--- src/design/fpa_pkg.sv ---
// Shared types, constants and helper functions for the Q24.8 fixed-point ALU.
// Used by every module of the block; depends on nothing else.
package fpa_pkg;

  localparam int WORD_BITS = 32;
  localparam int FRAC_BITS = 8;
  localparam int QBITS     = WORD_BITS + FRAC_BITS;
  localparam int PROD_BITS = 2 * WORD_BITS;
  localparam int CMD_BITS  = 4;
  localparam int FLAG_BITS = 5;

  localparam logic [CMD_BITS-1:0] CMD_ADD      = 4'd0;
  localparam logic [CMD_BITS-1:0] CMD_SUB      = 4'd1;
  localparam logic [CMD_BITS-1:0] CMD_MUL      = 4'd2;
  localparam logic [CMD_BITS-1:0] CMD_DIV      = 4'd3;
  localparam logic [CMD_BITS-1:0] CMD_MIN      = 4'd4;
  localparam logic [CMD_BITS-1:0] CMD_MAX      = 4'd5;
  localparam logic [CMD_BITS-1:0] CMD_INC      = 4'd6;
  localparam logic [CMD_BITS-1:0] CMD_DEC      = 4'd7;
  localparam logic [CMD_BITS-1:0] CMD_TO_INT   = 4'd8;
  localparam logic [CMD_BITS-1:0] CMD_FROM_INT = 4'd9;

  localparam logic [WORD_BITS-1:0] WORD_MAX = {1'b0, {(WORD_BITS-1){1'b1}}};
  localparam logic [WORD_BITS-1:0] WORD_MIN = {1'b1, {(WORD_BITS-1){1'b0}}};

  typedef enum logic [2:0] {
    OP_FAST = 3'b001,
    OP_MUL  = 3'b010,
    OP_DIV  = 3'b100
  } op_t;

  typedef struct packed {
    op_t                  op;
    logic                 neg;
    logic [WORD_BITS-1:0] a_mag;
    logic [WORD_BITS-1:0] b_mag;
    logic [WORD_BITS-1:0] res;
    logic                 ov;
    logic                 dz;
    logic                 lt;
    logic                 eq;
    logic                 gt;
  } item_t;

  // Saturates a value one bit wider than the word; the top bit is overflow.
  function automatic logic [WORD_BITS:0] sat_wide(logic [WORD_BITS:0] v);
    logic [WORD_BITS:0] r;
    if (v[WORD_BITS] != v[WORD_BITS-1]) begin
      r = {1'b1, (v[WORD_BITS] ? WORD_MIN : WORD_MAX)};
    end else begin
      r = {1'b0, v[WORD_BITS-1:0]};
    end
    return r;
  endfunction

  // Applies a sign to a magnitude and saturates; the top bit is overflow.
  function automatic logic [WORD_BITS:0] finish(logic neg, logic [PROD_BITS-1:0] m);
    logic [PROD_BITS-1:0] lim;
    logic [PROD_BITS-1:0] v;
    logic                 ov;
    lim = {{(PROD_BITS-WORD_BITS){1'b0}}, WORD_MAX} + {{(PROD_BITS-1){1'b0}}, neg};
    ov  = m > lim;
    v   = ov ? lim : m;
    return {ov, (neg ? -v[WORD_BITS-1:0] : v[WORD_BITS-1:0])};
  endfunction

  function automatic logic [WORD_BITS-1:0] mag(logic [WORD_BITS-1:0] v);
    return v[WORD_BITS-1] ? -v : v;
  endfunction

endpackage

--- src/design/fpa_queue.sv ---
// Two-entry queue between the decode front and the arithmetic back end.
// Depends on fpa_pkg.
module fpa_queue import fpa_pkg::*; (
  input  logic  clk,
  input  logic  rst,
  input  logic  push,
  input  item_t push_item,
  output logic  full,
  input  logic  pop,
  output logic  not_empty,
  output item_t pop_item
);

  item_t       mem [2];
  logic        wr_ptr;
  logic        rd_ptr;
  logic [1:0]  count;

  assign full      = count == 2'd2;
  assign not_empty = count != 2'd0;
  assign pop_item  = mem[rd_ptr];

  always_ff @(posedge clk) begin
    if (rst) begin
      wr_ptr <= 1'b0;
      rd_ptr <= 1'b0;
      count  <= 2'd0;
    end else begin
      if (push) begin
        wr_ptr <= !wr_ptr;
      end
      if (pop) begin
        rd_ptr <= !rd_ptr;
      end
      count <= count + {1'b0, push} - {1'b0, pop};
    end
  end

  always_ff @(posedge clk) begin
    if (push) begin
      mem[wr_ptr] <= push_item;
    end
  end

endmodule

--- config.mk ---
export PLATFORM = sky130hd
export DESIGN_NAME = fpa_queue
export DESIGN_NICKNAME = d
export VERILOG_FILES = /design/src/design/fpa_pkg.sv /design/src/design/fpa_queue.sv
export SDC_FILE = /design/constraint.sdc
export NUM_CORES = 1
export LEC_CHECK = 0
export ABC_AREA = 1
export BUFFER_PORTS_ARGS = -buffer_cell sky130_fd_sc_hd__buf_2
export CAP_MARGIN = 20
export CORE_AREA = 2 2 130 132
export CTS_CLUSTER_SIZE = 25
export DETAILED_ROUTE_END_ITERATION = 10
export DIE_AREA = 0 0 132 134
export PLACE_DENSITY = 0.85
export SYNTH_ARGS = -nofsm -noshare
export SYNTH_HDL_FRONTEND = slang
export SYNTH_SLANG_ARGS = --single-unit
--- constraint.sdc ---
create_clock -name clk -period 19.9 [get_ports clk]
set_input_delay 3.98 -clock clk [delete_from_list [all_inputs] [get_ports clk]]
set_output_delay 3.98 -clock clk [all_outputs]
set_load 0.02 [all_outputs]
After elaboration in Yosys (flattened, before gate mapping)
Memories as Yosys holds them, arrays and structs flattened. A register that Yosys moved wholly into a read port is not among the register bits.
Index checks and enable logic that the tools add are counted.

word-level totals
  register bits after elaboration = 4
  RAM bits = 210
  input bits = 109
  output and inout bits = 107
  word-level logic and storage cells = 14
  memories kept = 1

memories
  memory  words  bits a word  read ports  clocked after memory_dff  write ports  RTL line         source
  mem     2      105          1           1                         1            fpa_queue.sv:14  item_t mem [2];

cells by class
  add/sub/neg operators = 2
  eq/ne operators = 1
  multiplexer cells = 4
  reduce and logical (&&, ||, !) cells = 3

operators by type and width
  kind                                         count
  2-to-1 mux 1 bit                             4
  adder 2 x 1 -> 2 bit                         1
  equality test 2 bit (second input constant)  1
  zero test 1 bit                              2
  nonzero test 2 bit                           1
  subtractor 2 x 1 -> 2 bit                    1

Longest topological paths before layout
  depth in word-level cells = 3
  gate-level depth with buffers = 7
  mapped depth without buffers = 7

Least setup slack after synthesis
OpenSTA, ideal clock, no wires.

  kind = input-to-reg
  start = input port push
  end = memory mem[0][0] in the netlist's numbering, enable pin
  library setup time = 0.573 ns
  data arrival time = 8.414 ns
  required time = 19.327 ns
  path slack = 10.913 ns
  stages on the path = 2
  path buffers = 0
  path through = inv_1 > nor2_1

between the ends
  cells in the longest elaborated chain, start to end = 2

RTL lines
  element                                 RTL line         source
  start: declaration                      fpa_queue.sv:6   input logic push,
  2-to-1 mux 1 bit                        fpa_queue.sv:40  if (push) begin
  2-to-1 mux 1 bit (not written as such)  fpa_queue.sv:41  mem[wr_ptr] <= push_item;
  end: declaration                        fpa_queue.sv:14

Every way passes these cells.

==> flow_summary.json <==
{
  "worst_pin_slew_ns": 0.980,
  "gp_congestion": 0.739,
  "cts_root_buffer": "clkbuf_16",
  "holdBufCountCts": 0,
  "synth_cell_types": 16,
  "crit_fanout": 61,
  "rows": 47,
  "synth_ff_type": "edfxtp_1",
  "fin_crit_ns": 6.81,
  "ctsHtreeMaxLevel": 1,
  "fin_crit_sh_pct": 34.2,
  "ir_worst_vdd_v": 0.0000754,
  "synthMostInstantiatedCell": "edfxtp_1",
  "crit_arrival_ns": 2.83,
  "initial_core_util_pct": 49.4,
  "grt_pass1_wl_um": 21900,
  "fp.dieW_um": 132,
  "clock_skew_ns": 0.0112,
  "setup_ws_ns": 13.09,
  "p_per_area_nw_per_um2": 104,
  "core_um2": 16300,
  "tns_ns": 0,
  "viasPerCell": 4.90,
  "synth_largest_area_cell": "edfxtp_1",
  "syn_nets": 469,
  "die_area_um2": 17700,
  "route.detailed.drc": 0,
  "holdCritPathClass": "flop to flop",
  "synthCells": 358,
  "antenna_found_initial": 1,
  "power.switching_uw": 233,
  "worst_setup_path_end_kind": "primary output",
  "ant_nets": 0,
  "grt_pass1_vias": 4236,
  "yosys_warnings": 0,
  "grt_max_degree": 62,
  "p_seq_share_pct": 51.4,
  "synth-seq-cells": 215,
  "io_buffer_count": 215,
  "cp-start-kind": "flop",
  "clock_latency_ns": 0.49,
  "routed_wl_um": 14400,
  "layout-drive-gt1-share_pct": 58.8,
  "cap_violations": 0,
  "synth_common_cells": "210 x edfxtp_1, 55 x mux2_2, 50 x mux2_4",
  "vias": 4031,
  "cts.sinks": 215,
  "synth_async_sr_flop_share_pct": 0,
  "post_cts_buffers": 0,
  "drt-wirelength-per-cell_um": 17.5,
  "slew_headroom_pct": 34.6,
  "grt_usage_pct": 15.7,
  "synth-edff-count": 210,
  "die_h_um": 134,
  "yosys-top-cells-area": "edfxtp_1 78%, mux2_4 9.3%, mux2_2 7.7%",
  "power_leakage_nw": 3.88,
  "worstPathRequired_ns": 15.92,
  "clk_path_buf_depth": 3,
  "grt-ovfl-total": 0,
  "clkPwrFrac_pct": 36.7,
  "dp_cells": 785,
  "io_pins": 216,
  "design_area_um2": 9980,
  "placed_cell_area_um2": 9300,
  "synth-seq-area-share_pct": 79.6,
  "intPower_uw": 806,
  "clkTransAtPathRegs_ns": 0.06,
  "comb_power_share_pct": 11.9,
  "status": "completed",
  "rsz0062_at_grt": "false",
  "areaGrowthSynthToFinish_pct": 23.9,
  "cts_resized": 0,
  "numCtsBuffers": 22,
  "timing_worst_setup_path_type": "flop to primary output",
  "synth.avg_cell_area_um2": 22.5,
  "hold_viol": 0,
  "drtIter0Drc": 224,
  "max_freq_mhz": 147,
  "swShare_pct": 22.4,
  "synth.cell_area_um2": 8050,
  "cts_tree": "done",
  "pre_cts_ws_ns": 13.60,
  "drv_slew": 0,
  "synth_top_cell_area_share_pct": 78.3,
  "layout.cells.non_filler": 823,
  "dp_hpwl_um": 9690,
  "drt-pass1-iter-count": 4,
  "setup_viol": 0,
  "nets": 700
}
## stage by stage
step	hold slack [ns]	total power, mW	util, %
2_1_floorplan	0.480	0.630	-
3_3_place_gp	0.501	0.663	57.1
3_5_place_dp	0.507	0.669	57.1
4_1_cts	0.521	1.05	61.2
5_1_grt	0.552	1.08	61.2
6_report	0.517	1.04	61.2
## cell usage in the layout (no fill, tap or decap), types with 2 or more instances in the layout
cell type  count
buf_2        215
edfxtp_1     210
mux2_2        55
mux2_4        50
clkbuf_16     23
inv_1          7
clkbuf_1       7
nor2_1         6
nand2_1        5
dfxtp_1        4
buf_4          4
clkinv_1       3
ha_1           2
## registers in the layout (all words and copies together) (netlist names), named ones only
name,flops
mem,210
count,2
rd_ptr,1
wr_ptr,1
## logic make-up (layout without fill, tap and decap cells)
family | count (synthesis) | in the layout | synth area share, %
XOR/XNOR | 1 | 1 | 0.109
AO/OA/AOI/OAI | 1 | 1 | 0.0621
AND/OR/NAND/NOR | 14 | 14 | 0.684
adder cells (fa/ha/maj) | 2 | 2 | 0.311
other | 0 | 1 | 0
multiplexers | 105 | 105 | 17.0
flip-flops | 215 | 215 | 79.6
buffers and inverters | 20 | 264 | 2.25
## power groups by stage
stage / Combinational [mW] / Clock [mW] / Sequential (mW)
after floorplan: 0.0891 / 0 / 0.541
after global placement: 0.120 / 0 / 0.543
after detailed placement: 0.125 / 0 / 0.545
after CTS: 0.125 / 0.392 / 0.535
after global routing: 0.131 / 0.408 / 0.537
final: 0.123 / 0.381 / 0.535
## metal layers
layer	share of wire, %	GRT usage, %	vias to the layer above
met5	0	0	-
met3	7.5	4.65	34
met4	3.1	6.34	0
met1	39	18.8	1960
li1	-	-	1868
met2	51	26.9	169
## critical path, cell delays in order, from the launching register on
cell     delay, ns
dfxtp_4       0.82
buf_4         0.81
mux2_2        0.43
buf_2         0.16
## path summary, 6_finish.rpt
| kind | from | slack [ns] | cells after the start | to |
|---|---|---|---|---|
| setup / recovery | flop | 13.09 | 3 | pop_item[48] |
| hold / removal | rd_ptr$_SDFFE_PP0P_ | 0.52 | 2 | flop |
| setup reg to reg | wr_ptr$_SDFFE_PP0P_ | 17.79 | 3 | mem[1][34]$_DFFE_PP_ |
| hold reg to reg | rd_ptr$_SDFFE_PP0P_ | 0.52 | 2 | flop |
## layout make-up
class | count | area, um^2
flip-flops and latches | 215 | 6410
fillers | 1192 | 6310
multi-input cells | 123 | 1470
repair buffers | 219 | 1110
clock buffers | 31 | 616
well taps | 220 | 275
clock inverters | 6 | 62.6
inverters | 8 | 32.5
diodes | 1 | 2.50
No activity file was read; power rests on OpenSTA's default activity.
