File: src/design/fpa_pkg.sv
// Shared types, constants and helper functions for the Q24.8 fixed-point ALU.
// Used by every module of the block; depends on nothing else.
package fpa_pkg;

  localparam int WORD_BITS = 32;
  localparam int FRAC_BITS = 8;
  localparam int QBITS     = WORD_BITS + FRAC_BITS;
  localparam int PROD_BITS = 2 * WORD_BITS;
  localparam int CMD_BITS  = 4;
  localparam int FLAG_BITS = 5;

  localparam logic [CMD_BITS-1:0] CMD_ADD      = 4'd0;
  localparam logic [CMD_BITS-1:0] CMD_SUB      = 4'd1;
  localparam logic [CMD_BITS-1:0] CMD_MUL      = 4'd2;
  localparam logic [CMD_BITS-1:0] CMD_DIV      = 4'd3;
  localparam logic [CMD_BITS-1:0] CMD_MIN      = 4'd4;
  localparam logic [CMD_BITS-1:0] CMD_MAX      = 4'd5;
  localparam logic [CMD_BITS-1:0] CMD_INC      = 4'd6;
  localparam logic [CMD_BITS-1:0] CMD_DEC      = 4'd7;
  localparam logic [CMD_BITS-1:0] CMD_TO_INT   = 4'd8;
  localparam logic [CMD_BITS-1:0] CMD_FROM_INT = 4'd9;

  localparam logic [WORD_BITS-1:0] WORD_MAX = {1'b0, {(WORD_BITS-1){1'b1}}};
  localparam logic [WORD_BITS-1:0] WORD_MIN = {1'b1, {(WORD_BITS-1){1'b0}}};

  typedef enum logic [2:0] {
    OP_FAST = 3'b001,
    OP_MUL  = 3'b010,
    OP_DIV  = 3'b100
  } op_t;

  typedef struct packed {
    op_t                  op;
    logic                 neg;
    logic [WORD_BITS-1:0] a_mag;
    logic [WORD_BITS-1:0] b_mag;
    logic [WORD_BITS-1:0] res;
    logic                 ov;
    logic                 dz;
    logic                 lt;
    logic                 eq;
    logic                 gt;
  } item_t;

  // Saturates a value one bit wider than the word; the top bit is overflow.
  function automatic logic [WORD_BITS:0] sat_wide(logic [WORD_BITS:0] v);
    logic [WORD_BITS:0] r;
    if (v[WORD_BITS] != v[WORD_BITS-1]) begin
      r = {1'b1, (v[WORD_BITS] ? WORD_MIN : WORD_MAX)};
    end else begin
      r = {1'b0, v[WORD_BITS-1:0]};
    end
    return r;
  endfunction

  // Applies a sign to a magnitude and saturates; the top bit is overflow.
  function automatic logic [WORD_BITS:0] finish(logic neg, logic [PROD_BITS-1:0] m);
    logic [PROD_BITS-1:0] lim;
    logic [PROD_BITS-1:0] v;
    logic                 ov;
    lim = {{(PROD_BITS-WORD_BITS){1'b0}}, WORD_MAX} + {{(PROD_BITS-1){1'b0}}, neg};
    ov  = m > lim;
    v   = ov ? lim : m;
    return {ov, (neg ? -v[WORD_BITS-1:0] : v[WORD_BITS-1:0])};
  endfunction

  function automatic logic [WORD_BITS-1:0] mag(logic [WORD_BITS-1:0] v);
    return v[WORD_BITS-1] ? -v : v;
  endfunction

endpackage

File: src/design/fpa_front.sv
// Input register and decode: classifies each word, computes compare flags
// and the results of all operations but multiply and divide. Depends on fpa_pkg.
module fpa_front import fpa_pkg::*; (
  input  logic                 clk,
  input  logic                 rst,
  input  logic                 in_valid,
  output logic                 in_ready,
  input  logic [CMD_BITS-1:0]  cmd,
  input  logic [WORD_BITS-1:0] operand_a,
  input  logic [WORD_BITS-1:0] operand_b,
  output logic                 out_valid,
  input  logic                 out_ready,
  output item_t                out_item
);

  logic                 vld;
  item_t                item;
  item_t                item_next;
  logic [WORD_BITS:0]   sat;
  logic [WORD_BITS:0]   ea;
  logic [WORD_BITS:0]   eb;
  logic [WORD_BITS:0]   one;
  logic [FRAC_BITS:0]   top_b;
  logic                 lt;

  assign in_ready  = !vld || out_ready;
  assign out_valid = vld;
  assign out_item  = item;

  always_comb begin
    ea    = {operand_a[WORD_BITS-1], operand_a};
    eb    = {operand_b[WORD_BITS-1], operand_b};
    one   = {{WORD_BITS{1'b0}}, 1'b1};
    lt    = $signed(operand_a) < $signed(operand_b);
    top_b = operand_b[WORD_BITS-1:WORD_BITS-FRAC_BITS-1];
    sat   = '0;
    item_next       = '0;
    item_next.op    = OP_FAST;
    item_next.neg   = operand_a[WORD_BITS-1] ^ operand_b[WORD_BITS-1];
    item_next.a_mag = mag(operand_a);
    item_next.b_mag = mag(operand_b);
    item_next.lt    = lt;
    item_next.eq    = operand_a == operand_b;
    item_next.gt    = !lt && (operand_a != operand_b);
    case (cmd)
      CMD_ADD: begin
        sat = sat_wide(ea + eb);
      end
      CMD_SUB: begin
        sat = sat_wide(ea - eb);
      end
      CMD_MUL: begin
        item_next.op = OP_MUL;
      end
      CMD_DIV: begin
        item_next.op = OP_DIV;
        item_next.dz = operand_b == '0;
      end
      CMD_MIN: begin
        sat = {1'b0, (lt ? operand_a : operand_b)};
      end
      CMD_MAX: begin
        sat = {1'b0, (lt ? operand_b : operand_a)};
      end
      CMD_INC: begin
        sat = sat_wide(ea + one);
      end
      CMD_DEC: begin
        sat = sat_wide(ea - one);
      end
      CMD_TO_INT: begin
        sat = {1'b0, WORD_BITS'($signed(operand_a) >>> FRAC_BITS)};
      end
      CMD_FROM_INT: begin
        if (top_b == '0 || top_b == '1) begin
          sat = {1'b0, WORD_BITS'(operand_b << FRAC_BITS)};
        end else begin
          sat = {1'b1, (operand_b[WORD_BITS-1] ? WORD_MIN : WORD_MAX)};
        end
      end
      default: begin
        sat = '0;
      end
    endcase
    item_next.ov  = sat[WORD_BITS];
    item_next.res = sat[WORD_BITS-1:0];
  end

  always_ff @(posedge clk) begin
    if (rst) begin
      vld <= 1'b0;
    end else if (in_ready) begin
      vld <= in_valid;
    end
  end

  always_ff @(posedge clk) begin
    if (in_valid && in_ready) begin
      item <= item_next;
    end
  end

endmodule

File: config.mk
export PLATFORM = sky130hd
export DESIGN_NAME = fpa_front
export DESIGN_NICKNAME = d
export VERILOG_FILES = /design/src/design/fpa_pkg.sv /design/src/design/fpa_front.sv
export SDC_FILE = /design/constraint.sdc
export NUM_CORES = 1
export LEC_CHECK = 0
export BUFFER_PORTS_ARGS = -buffer_cell sky130_fd_sc_hd__clkbuf_2
export CAP_MARGIN = 25
export CORE_AREA = 2 2 164 166
export DETAILED_ROUTE_END_ITERATION = 7
export DIE_AREA = 0 0 166 168
export PLACE_DENSITY = 0.76
export SLEW_MARGIN = 5
export SYNTH_ARGS = -nofsm -noshare
export SYNTH_HDL_FRONTEND = slang
export SYNTH_SLANG_ARGS = --single-unit
File: constraint.sdc
create_clock -name clk -period 3.35 [get_ports clk]
set_input_delay 0.5025 -clock clk [delete_from_list [all_inputs] [get_ports clk]]
set_output_delay 0.5025 -clock clk [all_outputs]
set_load 0.03 [all_outputs]
# Yosys cells after proc, flatten, opt, wreduce, memory -nomap -nowiden
# Cells that the tools add are included.
# Widths: inputs -> output; s select.
word_totals:
  register_bits: 106
  latchBits: 0
  rom_bits: 0
  ramBits: 0
  n_memories: 0
  in_bits: 72
op_classes:
  reduce_logical: 9
  magnitude_cmp: 1
  n_mux: 16
  addsub: 6
  bitwise: 1
  n_mul: 0
  eq_ne: 16
  div: 0
  shifts: 0
op_table:
  columns: ["operator", "n"]
  rows:
  - ["$pmux 33 s8", 1]
  - ["$mux 32", 7]
  - ["$mux 33", 5]
  - ["$neg 32->32", 2]
  - ["$mux 31", 2]
  - ["$add 32x2->33 const B", 1]
  - ["$add 32x32->33", 1]
  - ["$sub 32x2->33 const B", 1]
  - ["$sub 32x32->33", 1]
  - ["$eq 32x32->1", 1]
  - ["$logic_not 32->1", 1]
  - ["$lt 32x32->1", 1]
  - ["$ne 32x32->1", 1]
  - ["$eq 4x3->1 const B", 4]
  - ["$eq 9x9->1 const B", 1]
  - ["$logic_not 9->1", 1]
  - ["$eq 4x2->1 const B", 2]
  - ["$eq 4x4->1 const B", 2]
  - ["$pmux 3 s2", 1]
  - ["$eq 4x1->1 const B", 1]
  - ["$logic_not 4->1", 1]
  - ["$ne 1x1->1", 4]
  - ["$logic_and 1x1->1", 2]
  - ["$logic_not 1->1", 2]
  - ["2 further kinds", 3]

# Logic depth before layout (Yosys ltp)
depth:
  ltp_word: 4
  mapped_depth: 15
  depth_no_buf: 13

# Least setup slack after synthesis
# No wires, ideal clock.
synth_path:
  kind: "in2reg"
  startpoint: "input out_ready"
  endpoint: "register item, in the netlist out_item[0], enable pin"
  t_arrival_ns: 3.309
  slack_ns: -0.435
  n_path_buf: 0
  path_stages: 2
  setup_time_ns: 0.475
  cell_sequence: "nand2b_1 > and2_1"
synth_between:
  elab_chain_len: 2
synth_rtl:
  columns: ["item", "line_no", "text"]
  rows:
  - ["from (decl)", "fpa_front.sv:12", "input logic out_ready,"]
  - ["$logic_or 1x1->1", "fpa_front.sv:26", "assign in_ready = !vld || out_ready;"]
  - ["$logic_and 1x1->1", "fpa_front.sv:98", "if (in_valid && in_ready) begin"]
  - ["to (signal assigned)", "fpa_front.sv:99", "item <= item_next;"]
  - ["to (decl)", "fpa_front.sv:17", "item_t item;"]
# Every way passes these cells.
# A chain may end at the register's enable or synchronous reset.

==> impl_metrics.py <==
metrics = {
    "die": {
        "dieWidth_um": 166,
        "pin_count": 179,
        "core_sq_um": 26400,
        "dieArea_sq_um": 27900,
        "die_y_um": 168,
        "placementRows": 60,
        "start_util_pct": 44.0,
    },
    "sta": {
        "skew_ps": 12.6,
        "finalHoldViolCount": 0,
        "slew_violations": 0,
        "max_slew_margin_pct": 45.4,
        "timing.fmax_ghz": 0.299,
        "fin_ws_ps": 10.6,
        "worst_hold_slack_ps": 294,
        "layout_min_cycle_time_ps": 3340,
        "tightestPinTransition_ps": 819,
        "finalCritPeriodShare_pct": 99.7,
        "setup-violations-final": 0,
        "rsz0062_at_grt": "true",
    },
    "finish": {
        "stdcell_count": 2315,
        "final_layout_size_suffix_gt1_share_pct": 38.1,
        "diodes": 0,
        "syn_to_final_growth_pct": 44.4,
        "fin_nets": 2110,
    },
    "placement": {
        "io_buffer_count": 178,
        "dp_cells": 2281,
        "gp_congestion": 1.06,
        "pre_cts_slack_ps": -799,
        "dpl.hpwl_um": 42900,
    },
    "setup_path": {
        "crit_buf_inv": 7,
        "cp_top_family": "compound AO/OA/AOI/OAI gates",
        "endpoint_kind": "flop",
        "crit_fanout": 7,
        "crit_top_cell": "buf_4",
        "worstPathRequired_ps": 3450,
        "cp.arrival_ps": 3440,
        "cpPeakStageDelay_ps": 400,
        "start_kind": "primary input",
        "worstSetupPathType": "primary input to flop",
        "cp_slowest_cell": "o31ai_4",
        "crit_chain": "clkbuf_2, inv_1, ha_1, buf_4, nor2_1, o211ai_1, buf_4, a211oi_4, nor4b_4, buf_4, o31ai_4, or2_4, buf_6, nand2_4, buf_4, a221o_1",
    },
    "power_and_ir_drop": {
        "p_per_area_nw_per_um2": 325,
        "peakVddDrop_mv": 0.263,
        "p_leak_nw": 7.23,
    },
    "clocking": {
        "cts_sinks": 106,
        "cts_buffers": 9,
        "insertion_delay_ps": 370,
        "htree_num_levels": 3,
        "cts_root_buf": "clkbuf_16",
        "cts_buffer_depth": 2,
        "cts.clk_slew.worst_paths_ps": 90,
        "cts_tree": "done",
    },
    "detailed_routing": {
        "drcViolationCount": 0,
        "drtPass1Iterations": 8,
        "vias": 13948,
        "wl_per_cell_um": 23.0,
        "drt_iter0_markers": 1695,
        "ant_nets": 0,
        "drt-vias-per-instance": 6.03,
        "drt_wl_total_um": 53200,
    },
    "global_routing": {
        "track_usage_pct": 36.7,
        "grt_pass1_vias": 13309,
        "overflow": 0,
        "grt_max_degree": 47,
        "grt_pass1_wl_um": 78500,
        "antenna_found_initial": 0,
    },
    "run_status": {
        "status": "complete, no violations",
    },
    "yosys": {
        "syn_area_sq_um": 11600,
        "synth_nets": 1592,
        "avgSynthCellArea_sq_um": 7.99,
        "yosysWarnings": 0,
        "synth_flop_cell": "edfxtp_1",
        "synthesis.instances": 1451,
        "ys_seq_area_share_pct": 27.4,
        "synthArstFlopShare_pct": 0,
        "synth_cell_types": 88,
        "ys_seq_elements": 106,
        "synth-edff-count": 105,
    },
    "hold_path": {
        "hold_class": "primary input to flop",
    },
    "flow_run": {
        "drv_cap": 0,
    },
}
Yosys cell counts, types with 9 or more instances:
master | instances | area, sq um
nor2_1 | 134 | 503
xnor2_1 | 127 | 1110
o21ai_0 | 126 | 631
a21oi_1 | 118 | 591
nand2_1 | 112 | 420
edfxtp_1 | 105 | 3150
inv_1 | 75 | 282
ha_1 | 67 | 838
clkbuf_1 | 64 | 240
nand3_1 | 39 | 195
nand4_1 | 37 | 231
xor2_1 | 34 | 298
buf_2 | 29 | 145
nor3_1 | 29 | 145
o31ai_1 | 26 | 195
nand2b_1 | 21 | 131
a2111oi_0 | 19 | 166
nor4_1 | 17 | 106
a31oi_1 | 15 | 93.8
nor2b_1 | 15 | 93.8
and3_1 | 14 | 87.6
a21o_1 | 13 | 97.6
o211ai_1 | 13 | 97.6
or3_1 | 13 | 81.3
o21bai_1 | 12 | 90.1
a221oi_1 | 10 | 87.6
and2_1 | 9 | 56.3
o21a_1 | 9 | 67.6
o221ai_1 | 9 | 78.8
kinds of logic (layout without fill, tap and decap cells):
family,after synthesis,count (layout),share of synthesized area (%)
AOI/OAI and AO/OA,441,441,24.8
xor gates and xnor gates,162,162,12.3
adders and majority gates,69,69,7.57
buffers and inverters,182,705,6.37
DFF,106,106,27.4
muxes,7,7,0.636
and+or+nand+nor,484,484,21.0
timing repair:
| action | 4_1_cts | 5_1_grt |
|---|---|---|
| gates resized for setup | 41 | 113 |
| pin swaps | 10 | 36 |
| hold buffers | 0 | 0 |
| setup endpoints to repair | 29 | 33 |
| endpoints found under the hold margin | 0 | 0 |
| setup buffers | 5 | 12 |
| gates cloned | 0 | 1 |
layer usage:
metal  part of all wire, %  up-vias  global-route usage, %
li1                      -     6330                      -
met1                    41     6652                   51.4
met2                    44      834                   58.3
met3                    10      132                   4.65
met4                   3.9        0                   13.4
met5                     0        -                      0
registers in the layout (all words and copies together), names as in the netlist:
| name | cells |
|---|---|
| out_valid | 1 |
| out_item | 105 |
final cells by class:
cell class	count	area [sq um]
Clock buffer	10	229
Timing Repair Buffer	612	4260
Fill cell	2310	9600
Sequential cell	106	3170
Multi-Input combinational cell	1163	8310
Tap cell	341	427
Inverter	77	293
Clock inverter	6	57.6
worst register-to-register path, cell delays in order, from the launching register on:
cell and delay (ps):
dfxtp_1 320, nand2b_1 110, and2_4 510, buf_4 460
metrics by stage:
step / power (W) / TNS, ps / cell area (sq um) / utilization [%]
2_1_floorplan: 0.00298 / -1.41 / 11700 / -
3_3_place_gp: 0.00410 / -15560 / 15700 / 59.6
3_5_place_dp: 0.00412 / -16570 / 15700 / 59.6
4_1_cts: 0.00524 / 0 / 16200 / 61.6
5_1_grt: 0.00566 / -301 / 16800 / 63.6
6_report: 0.00545 / 0 / 16800 / 63.6
final timing paths:
check             slack [ps]           end  cells after the start         start
hold reg to reg          560     out_valid                      2     out_valid
hold / removal           290     out_valid                      2           rst
setup / recovery          10   out_item[4]                     16  operand_b[4]
setup reg to reg        1600  out_item[15]                      3     out_valid
power breakdown:
| part | internal [W] | total [W] | switching, W |
|---|---|---|---|
| Combinational | 0.00112 | 0.00269 | 0.00157 |
| Clock | 0.000526 | 0.00109 | 0.000568 |
| Sequential | 0.00161 | 0.00167 | 0.0000525 |
cells in the final DEF (no fill, tap or decap), types with 7 or more instances in the layout:
cell type,Yosys,final
edfxtp_1,105,105
a2111oi_0,19,8
clkbuf_16,0,9
a21oi_1,118,112
a21oi_2,1,7
ha_1,67,55
ha_4,0,11
or2_2,7,7
nand4_1,37,37
o21ai_0,126,103
xor2_1,34,33
and3_1,14,11
and2_1,9,7
nor2b_1,15,13
nand3_1,39,38
nor2_1,134,133
o21a_1,9,8
buf_4,3,419
o21bai_1,12,12
xnor2_1,127,125
a211o_1,7,7
inv_1,75,68
or3_1,13,11
nor3_1,29,27
nand2_1,112,109
a221oi_1,10,9
clkbuf_2,1,174
o211ai_1,13,13
o21ai_1,4,20
buf_6,1,12
a21o_1,13,13
a31oi_1,15,12
nor4_1,17,14
a2111oi_2,1,8
o31ai_1,26,22
nand2b_1,21,21
Power figures use the tool's default switching activity.
